**config.mk**
```make
export PLATFORM = sky130hd
export DESIGN_NAME = bfiq_cond_sub
export DESIGN_NICKNAME = d
export VERILOG_FILES = /design/src/rtl/bfiq_cond_sub.sv
export SDC_FILE = /design/constraint.sdc
export NUM_CORES = 1
export LEC_CHECK = 0
export BUFFER_PORTS_ARGS = -buffer_cell sky130_fd_sc_hd__buf_2
export CORE_ASPECT_RATIO = 1.4
export CORE_MARGIN = 2
export CORE_UTILIZATION = 51
export DETAILED_ROUTE_END_ITERATION = 10
export GPL_TIMING_DRIVEN = 0
export PLACE_DENSITY = 0.85
export SLEW_MARGIN = 20
export SYNTH_ARGS = -nofsm -noshare
export SYNTH_HDL_FRONTEND = slang
export SYNTH_SLANG_ARGS = --single-unit
```
**constraint.sdc**
```tcl
create_clock -name vclk -period 2.9
set_input_delay 0.29 -clock vclk [all_inputs]
set_output_delay 0.29 -clock vclk [all_outputs]
set_load 0.01 [all_outputs]
```
**src/rtl/bfiq_cond_sub.sv**
```systemverilog
module bfiq_cond_sub #(
    parameter int W = 16
) (
    input  logic [W:0]   a,
    input  logic [W-1:0] d,
    output logic [W-1:0] y
);

    logic [W:0] diff;

    // subtract divisor once when the value reaches it
    always_comb
    begin
        diff = a - {1'b0, d};
        if (a >= {1'b0, d})
        begin
            y = diff[W-1:0];
        end
        else
        begin
            y = a[W-1:0];
        end
    end

endmodule

```
### Yosys cells after proc, flatten, opt, wreduce, memory -nomap -nowiden

Cells that the tools add are included.
W data, S select, Z words.

| word-level totals | value |
|---|---|
| input bits | 33 |
| register bits after elaboration | 0 |
| output and inout port bits | 16 |
| logic and storage cells | 3 |

| cells by class | value |
|---|---|
| $add $sub $neg | 1 |
| magnitude comparators | 1 |
| mux-type cells | 1 |

Operators by type and width:

| kind | number |
|---|---|
| $ge A17 B16 Y1 | 1 |
| $mux W16 | 1 |
| $sub A16 B16 Y16 | 1 |

### Longest topological paths before layout

Gate-level depths: netlist of the first run.

| depth | value |
|---|---|
| depth in word-level cells | 2 |
| depth in mapped cells | 10 |
| depth with buffers taken out | 10 |

### Least setup slack after synthesis of the first run

OpenSTA, ideal clock, no wires.

| timing | value |
|---|---|
| path type | in2out |
| start point | in a[0] |
| end point | out y[12] |
| data required time | 2,610 ps |
| arrival time | 2,210 ps |
| stages on the path | 10 |
| path slack | 400 ps |
| cell sequence | inv_1 ha_1 inv_1 fa_1 a211oi_1 o21bai_1 a221oi_2 nor3_1 a211o_1 mux2_4 |

| between the ends | value |
|---|---|
| cells in the longest elaborated chain, start to end | 2 |
| elaborated cells between the ends (all ways) | 3 |

Ends and longest elaborated chain:

| item | line | text |
|---|---|---|
| start, declared | 4 | `input logic [W:0] a,` |
| $sub A16 B16 Y16 / $ge A17 B16 Y1 (equally long branches) | 14, 15 |  |
| $mux W16 * | 15 | `if (a >= {1'b0, d})` |
| end, declared | 6 | `output logic [W-1:0] y` |

Every way passes the cells marked *; elsewhere a longest branch is shown, timed or not.

### Worst setup path after layout of the first run

| timing | value |
|---|---|
| start point | in d[1] |
| end point | out y[6] |

| between the ends | value |
|---|---|
| cells in the longest elaborated chain, start to end | 2 |
| elaborated cells between the ends (all ways) | 3 |

Ends and longest elaborated chain:

| item | line | text |
|---|---|---|
| start, declared | 5 | `input logic [W-1:0] d,` |
| $sub A16 B16 Y16 / $ge A17 B16 Y1 (equally long branches) | 14, 15 |  |
| $mux W16 * | 15 |  |

Marked as above.

==> impl_metrics.toml, run 1 <==
[outcome]
status = "complete, no violations"

[clock_network]
ctsHoldBuffers = 0

[timing]
max_freq_ghz = 0.3658
period_minus_slack_ns = 2.734
tightest_slew_ns = 0.4076
rsz0062_at_grt = "no"
final_hold_viol_count = 0
timing.final.crit_share_pct = 94.27
fin_setup_tns_ns = 0
setup_viol = 0
slew_viol_final = 0
max_slew_margin_pct = 72.64

[die]
die_w_microns = 43.67
ios = 49
start_util_pct = 52.82
core_area_sq_um = 2127
die_h_microns = 59.54
die_area_sq_um = 2600
rows = 20

[detailed_routing]
via_per_inst = 5.687
vias = 1234
wl_per_cell_microns = 12.58
met3_length_microns = 113
dr.pass1.iters = 4
dr_wl_met2_microns = 1590
antenna_left = 0
dr.first_iter.drc_count = 14
wl_met1_microns = 1018
drc = 0
top_layer_used = "met4"
drt_wl_total_microns = 2729

[pwr]
clockPowerShare_pct = 0
p_sw_w = 0.0001838
p_int_w = 0.0001947
p_seq_share_pct = 0
static-leakage-power_nw = 0.7525
combPwrFrac_pct = 100.0
swShare_pct = 48.56
worst_ir_drop_vdd_mv = 0.1331
power-per-cell-area_nw_per_um2 = 265.4
power.total_w = 0.0003785

[yosys]
yosys.area_share.simple_pct = 14.81
synth_top_family_by_area = "compound AO/OA/AOI/OAI gates"
synth_seq_area_share_pct = 0
avgSynthCellArea_sq_um = 7.749
synth_cells = 145
synth_adder_area_share_pct = 19.60
yosys_warnings = 0
synth-compound-area-share_pct = 30.85
netlist_area_sq_um = 1124
synth-xor-area-share_pct = 8.575
synthMuxAreaShare_pct = 17.93
synth_cell_type_count = 37
syn_nets = 195

[finish]
fin_util_pct = 67.06
stdcell_area_sq_um = 1426
final_cell_mix = "buf_2 (49), inv_1 (18), ha_1 (16)"
nFlopsAndLatches = 0
syn_to_final_growth_pct = 26.95
layout_commonest_cell = "buf_2"
antennaDiodeCount = 0
stdcell_count = 217
clkbuf_count = 0
final_nets = 247
drive_above_1_share_pct = 40.51
regArea_sq_um = 0

[worst_hold_path]
holdPathStages = 3
hp-class = "in2out"
min_from = "a[14]"
worstHoldEndpoint = "y[14]"

[global_route]
track_usage_pct = 22.42
grt_start_max_net_pins = 11
grt_pass1_vias = 1244
grt_overflow_total = 0
grt_antenna_before_repair = 0
grt_pass1_wl_microns = 4767

[worst_setup_path]
critical_path_class = "in2out"
start_kind = "primary input"
crit_arrival_ns = 2.44
worstPathRequired_ns = 2.61
worstSetupEndpointType = "output port"
critPathMaxFanout = 10

[place]
dp.cells = 216
gp_congestion = 0.8250
dp_hpwl_microns = 2330
io_buffers = 49
place_area_sq_um = 1396

[job]
max-cap-violations = 0
critical path: stages:
cell,delay (ns)
buf_2,0.08
inv_1,0.06
ha_1,0.29
nor2b_1,0.27
o21bai_4,0.10
a211oi_2,0.22
o21ai_1,0.20
o21ai_4,0.30
buf_12,0.19
mux2_4,0.31
buf_2,0.14
cells by family (layout without fill, tap and decap cells):
kind of cell,after synthesis,count (layout)
AND/OR/NAND/NOR,35,35
XOR/XNOR,11,11
adder cells (fa/ha/maj),17,17
buffers and inverters,20,70
multiplexers,15,15
AO/OA/AOI/OAI,47,47
cell type report:
cell class / count / area (sq um)
plain buffers: 2 / 25.02
inverters: 18 / 67.56
well taps: 22 / 27.53
fillers: 194 / 700.7
repair buffers: 50 / 252.7
multi-input cells: 125 / 1054
power by group through the flow:
stage | clock network, W | registers [W] | logic (W)
4_1_cts | 0 | 0 | 0.000377
3_5_place_dp | 0 | 0 | 0.000368
2_1_floorplan | 0 | 0 | 0.000268
6_report | 0 | 0 | 0.000379
5_1_grt | 0 | 0 | 0.000416
3_3_place_gp | 0 | 0 | 0.000356
cells in the mapped netlist, types with 2 or more instances:
library cell	number	area share (%)
a211o_1	3	2.3
a211oi_1	3	2.0
a21o_1	3	2.0
a21oi_1	10	4.5
a21oi_2	4	3.1
ha_1	16	18
inv_1	18	6.0
mux2_2	5	5.0
mux2_4	9	12
nand2_1	13	4.3
nand2b_1	2	1.1
nand3_1	2	0.89
nand4b_1	2	1.6
nor2_1	9	3.0
nor3_1	3	1.3
o211ai_1	2	1.3
o21a_1	3	2.0
o21ai_0	7	3.1
o21ai_1	2	0.89
o21bai_1	3	2.0
xnor2_1	9	7.0
xor2_1	2	1.6
worst max-delay path by stage:
stage | start | endpoint | slack, ns | cells after the start
4_1_cts | a[0] | y[14] | 0.05 | 13
3_3_place_gp | a[0] | y[12] | -0.007 | 12
5_1_grt | d[1] | y[7] | 0.01 | 11
2_1_floorplan | a[0] | y[12] | 0.40 | 10
3_5_place_dp | a[0] | y[12] | -0.07 | 12
6_report | d[1] | y[6] | 0.17 | 11
per-stage QoR:
step,hold slack (ns),setup WS [ns]
global placement,0.9071,-0.006940
finish,0.9073,0.1663
CTS,0.9091,0.04734
global route,0.9180,0.01325
detailed placement,0.9090,-0.07176
floorplan,0.7152,0.3997
per-layer routing:
metal  track usage [%]  up-vias
li1                  -      626
met3                 0        2
met1             23.54      565
met2             48.11       41
met5                 0        -
met4             3.030        0
repair_timing:
item,CTS,global route
gates resized for setup,1,3
endpoints found under the setup margin,1,2
setup buffers,1,0
pin swaps,1,0
No activity file was read; power rests on OpenSTA's default activity.
==> run 2, diff against run 1 <==
==> constraint.sdc (replaced) <==
create_clock -name vclk -period 2.9
set_input_delay 0 -clock vclk [all_inputs]
set_output_delay 0 -clock vclk [all_outputs]
set_load 0.01 [all_outputs]
==> run 2 against run 1 <==
Worst hold slack worse by 0.58 ns. Total power down 2.6%. Cell count down 0.46%. Core utilization down 1.4 points. Via count down 2.0%. Final area down 2.1%. Wire length down 2.9%. Global-route usage down 0.43 points. Die area unchanged. Non-clock buffer count down 1. Fmax up 14%. Critical path depth up 1.
==> impl_metrics.toml, run 2 (same netlist as run 1, synthesis figures left out) <==
[pwr]
static-leakage-power_nw = 0.7429
p_int_w = 0.0001893
worst_ir_drop_vdd_mv = 0.1265
combPwrFrac_pct = 100.0
p_seq_share_pct = 0
power-per-cell-area_nw_per_um2 = 263.9
swShare_pct = 48.64
p_sw_w = 0.0001793
clockPowerShare_pct = 0

[finish]
fin_util_pct = 65.65
syn_to_final_growth_pct = 24.28
final_nets = 246
nFlopsAndLatches = 0
regArea_sq_um = 0
antennaDiodeCount = 0
drive_above_1_share_pct = 38.66
layout_commonest_cell = "buf_2"
clkbuf_count = 0
final_cell_mix = "buf_2 (49), inv_1 (18), ha_1 (16)"

[die]
ios = 49
die_h_microns = 59.54
die_w_microns = 43.67
core_area_sq_um = 2127
start_util_pct = 52.82
rows = 20
die_area_sq_um = 2600

[detailed_routing]
wl_per_cell_microns = 12.27
drt_wl_total_microns = 2651
drc = 0
dr.first_iter.drc_count = 7
dr.pass1.iters = 4
via_per_inst = 5.597
vias = 1209
antenna_left = 0

[global_route]
track_usage_pct = 21.99
grt_antenna_before_repair = 0
grt_pass1_vias = 1245
grt_pass1_wl_microns = 4705
grt_start_max_net_pins = 11
grt_overflow_total = 0

[outcome]
status = "complete, no violations"

[timing]
setup_viol = 0
slew_viol_final = 0
period_minus_slack_ns = 2.401
fin_setup_tns_ns = 0
final_hold_viol_count = 0
timing.final.crit_share_pct = 82.80
max_freq_ghz = 0.4164
hold-worst-slack_ns = 0.3271
layout_setup_ws_ns = 0.4987
tightest_slew_ns = 0.4694
rsz0062_at_grt = "no"
max_slew_margin_pct = 68.70

[worst_setup_path]
cpLargestDelayFamily = "compound AO/OA/AOI/OAI gates"
path_cells = "buf_2, inv_1, ha_1, inv_1, fa_1, a211oi_1, o21bai_1, a221oi_2, nor3_1, a211o_1, mux2_4, buf_2"
worstSetupEndpointType = "output port"
start_kind = "primary input"
cp.buffers_inverters = 4
critPathMaxFanout = 5
slowest_stage = "a221oi_2"
crit_arrival_ns = 2.40
critical_path_class = "in2out"
worstPathRequired_ns = 2.90
max_stage_delay_ns = 0.46

[clock_network]
cts_resized = 0
cts_setup_buffers = 0
ctsHoldBuffers = 0

[place]
dp_hpwl_microns = 2330
io_buffers = 49
pre_cts_slack_ns = 0.5082
gp_congestion = 0.8250

[job]
max-cap-violations = 0

[worst_hold_path]
hp-class = "in2out"
==> run 2: cell type report <==
cell class	instances	area, sq um
tap	22	27.53
multi-input combinational	125	1031
timing repair buffer	49	245.2
fill	195	730.7
buffer	2	25.02
inverter	18	67.56
==> run 2: final timing paths <==
check | from | end | slack, ns | depth (start not counted)
max | a[0] | y[12] | 0.50 | 12
min | a[11] | y[11] | 0.33 | 3
==> run 2: through the flow <==
step	power, W	std cells	instance area, sq um
3_3_place_gp	0.0003560	216	1396
3_5_place_dp	0.0003684	216	1396
6_report	0.0003685	216	1396
5_1_grt	0.0004060	216	1396
4_1_cts	0.0003702	216	1396
2_1_floorplan	0.0002675	145	1124
==> run 2: power groups by stage <==
stage	combinational [W]	sequential (W)	clock, W
2_1_floorplan	0.000268	0	0
3_3_place_gp	0.000356	0	0
3_5_place_dp	0.000368	0	0
4_1_cts	0.000370	0	0
5_1_grt	0.000406	0	0
6_report	0.000369	0	0
==> run 2: per-layer routing <==
layer / vias to the layer above / global-route usage [%] / share of wire (%)
met4: 0 / 3.030 / 0.64
met2: 30 / 47.48 / 58
met5: - / 0 / 0
met1: 554 / 22.81 / 38
met3: 2 / 0 / 3.8
li1: 623 / - / -
==> run 2: tightest hold or removal path: cells and delay by family <==
family	cells	cell delay, ns
mux	1	0.12
buf+inv	2	0.20
==> run 3, diff against run 2 <==
--- a/config.mk
+++ b/config.mk
@@ -5,13 +5,14 @@
 export SDC_FILE = /design/constraint.sdc
 export NUM_CORES = 1
 export LEC_CHECK = 0
+export ABC_AREA = 1
 export BUFFER_PORTS_ARGS = -buffer_cell sky130_fd_sc_hd__buf_2
 export CORE_ASPECT_RATIO = 1.4
 export CORE_MARGIN = 2
-export CORE_UTILIZATION = 51
+export CORE_UTILIZATION = 54
 export DETAILED_ROUTE_END_ITERATION = 10
 export GPL_TIMING_DRIVEN = 0
-export PLACE_DENSITY = 0.85
+export PLACE_DENSITY = 0.86
 export SLEW_MARGIN = 20
 export SYNTH_ARGS = -nofsm -noshare
 export SYNTH_HDL_FRONTEND = slang
==> constraint.sdc (replaced) <==
create_clock -name vclk -period 2.4
set_input_delay 0 -clock vclk [all_inputs]
set_output_delay 0 -clock vclk [all_outputs]
set_load 0.01 [all_outputs]
==> run 3 against run 2 <==
Core utilization up 3.6 points. Sequential cell count unchanged. Clock-buffer cell count unchanged. Combinational power up 19%.
==> impl_metrics.toml, run 3 <==
[yosys]
synth_seq_area_share_pct = 0
synth_cells = 270
synth_common_cells = "nand2_1 (105), inv_1 (52), nand3_1 (28)"
yosys_warnings = 0
synth_cell_type_count = 26
yosysTopAreaCell = "nand2_1"
netlist_area_sq_um = 1386
syn_nets = 320
synthTopCellsByArea = "nand2_1 (28%), ha_1 (14%), inv_1 (14%), nand3_1 (10%), nand3_2 (3.6%)"
synth_top_area_share_pct = 28.43
synth_most_common_cell = "nand2_1"
avgSynthCellArea_sq_um = 5.135

[detailed_routing]
dr.pass1.iters = 4
dr_wl_met2_microns = 1805
dr.first_iter.drc_count = 39
wl_per_cell_microns = 9.720
wl_met1_microns = 1459
top_layer_used = "met4"
antenna_left = 0
met3_length_microns = 146
drt_wl_total_microns = 3431
drc = 0
via_per_inst = 4.901
vias = 1730

[worst_hold_path]
hp-class = "in2out"
holdPathStages = 4
min_from = "a[4]"

[finish]
final_nets = 371
nFillCells = 261
final_cell_mix = "nand2_1 (105), inv_1 (52), buf_2 (50)"
stdcell_count = 353
layout_commonest_cell = "nand2_1"
regArea_sq_um = 0
drive_above_1_share_pct = 25.08
multi_input_area_sq_um = 1130
clkbuf_count = 0
syn_to_final_growth_pct = 20.76
fin_util_pct = 69.25
antennaDiodeCount = 0
nFlopsAndLatches = 0

[global_route]
grt_start_max_net_pins = 11
grt_overflow_total = 0
grt_antenna_before_repair = 0
grt_pass1_vias = 1534
track_usage_pct = 25.11
grt_pass1_wl_microns = 6016

[worst_setup_path]
worstSetupEndpointType = "output port"
critPathMaxFanout = 10
worstSetupStartpoint = "a[14]"
critical_path_class = "in2out"
crit_arrival_ns = 1.67
critPathCapture = "y[8]"
start_kind = "primary input"
worstPathRequired_ns = 2.40

[clock_network]
cts_setup_buffers = 0
cts_resized = 0
ctsHoldBuffers = 0

[timing]
final_hold_viol_count = 0
hold-worst-slack_ns = 0.3249
setup_viol = 0
period_minus_slack_ns = 1.672
max_freq_ghz = 0.5981
tightest_slew_ns = 0.2454
layout_setup_ws_ns = 0.7279
rsz0062_at_grt = "no"
max_slew_margin_pct = 83.55
timing.final.crit_share_pct = 69.67
fin_setup_tns_ns = 0
slew_viol_final = 0

[die]
die_h_microns = 63.95
ios = 49
core_area_sq_um = 2417
rows = 21
start_util_pct = 57.35
die_area_sq_um = 2994
die_w_microns = 46.82

[place]
gp_congestion = 0.8650
pre_cts_slack_ns = 0.7301
dp_hpwl_microns = 3009
io_buffers = 49
dp.cells = 353

[pwr]
worst_ir_drop_vdd_mv = 0.1618
static-leakage-power_nw = 1.126
power-per-cell-area_nw_per_um2 = 261.9

[outcome]
status = "complete, no violations"

[job]
max-cap-violations = 0
==> run 3: area by class of cell <==
| type | count | share of cell area [%] |
|---|---|---|
| Timing Repair Buffer | 49 | 14.65 |
| Inverter | 61 | 13.68 |
| Buffer | 3 | 1.644 |
| Multi-Input combinational cell | 206 | 67.49 |
| Tap cell | 34 | 2.541 |
==> run 3: worst min-delay path by stage <==
| stage | endpoint | slack, ns |
|---|---|---|
| 2_1_floorplan | y[15] | 0.14 |
| 3_3_place_gp | y[6] | 0.32 |
| 3_5_place_dp | y[4] | 0.33 |
| 4_1_cts | y[4] | 0.33 |
| 5_1_grt | y[7] | 0.35 |
| 6_report | y[4] | 0.32 |
==> run 3: metal layers <==
| metal | track usage, % | up-vias |
|---|---|---|
| met1 | 30.56 | 760 |
| met4 | 1.042 | 0 |
| met3 | 0 | 2 |
| li1 | - | 921 |
| met2 | 48.63 | 47 |
| met5 | 0 | - |
==> run 3: kinds of logic after synthesis <==
group / share of synthesized area, %
buffers and inverters: 18.50
xor gates and xnor gates: 3.791
AOI/OAI and AO/OA: 3.249
adders and majority gates: 15.88
and+or+nand+nor: 58.57
==> run 3: power by group <==
part           total, W  internal [W]  leakage [nW]  switching [W]
sequential            0             0             0              0
clock                 0             0             0              0
combinational  0.000439      0.000178          1.13       0.000261
==> run 3: metrics by stage <==
step | power, W | area [sq um]
global route | 0.0004993 | 1674
CTS | 0.0004403 | 1674
finish | 0.0004385 | 1674
floorplan | 0.0003099 | 1386
global placement | 0.0004327 | 1674
detailed placement | 0.0004384 | 1674
==> run 3: critical path, stage by stage <==
cell and delay, ns:
buf_2 0.11, ha_1 0.34, a21oi_1 0.20, nor2_1 0.06
nor2_1 0.09, nand2_1 0.09, nor2_4 0.23, nand2_4 0.13
buf_8 0.17, nand2_1 0.06, nand2_1 0.04, buf_2 0.13
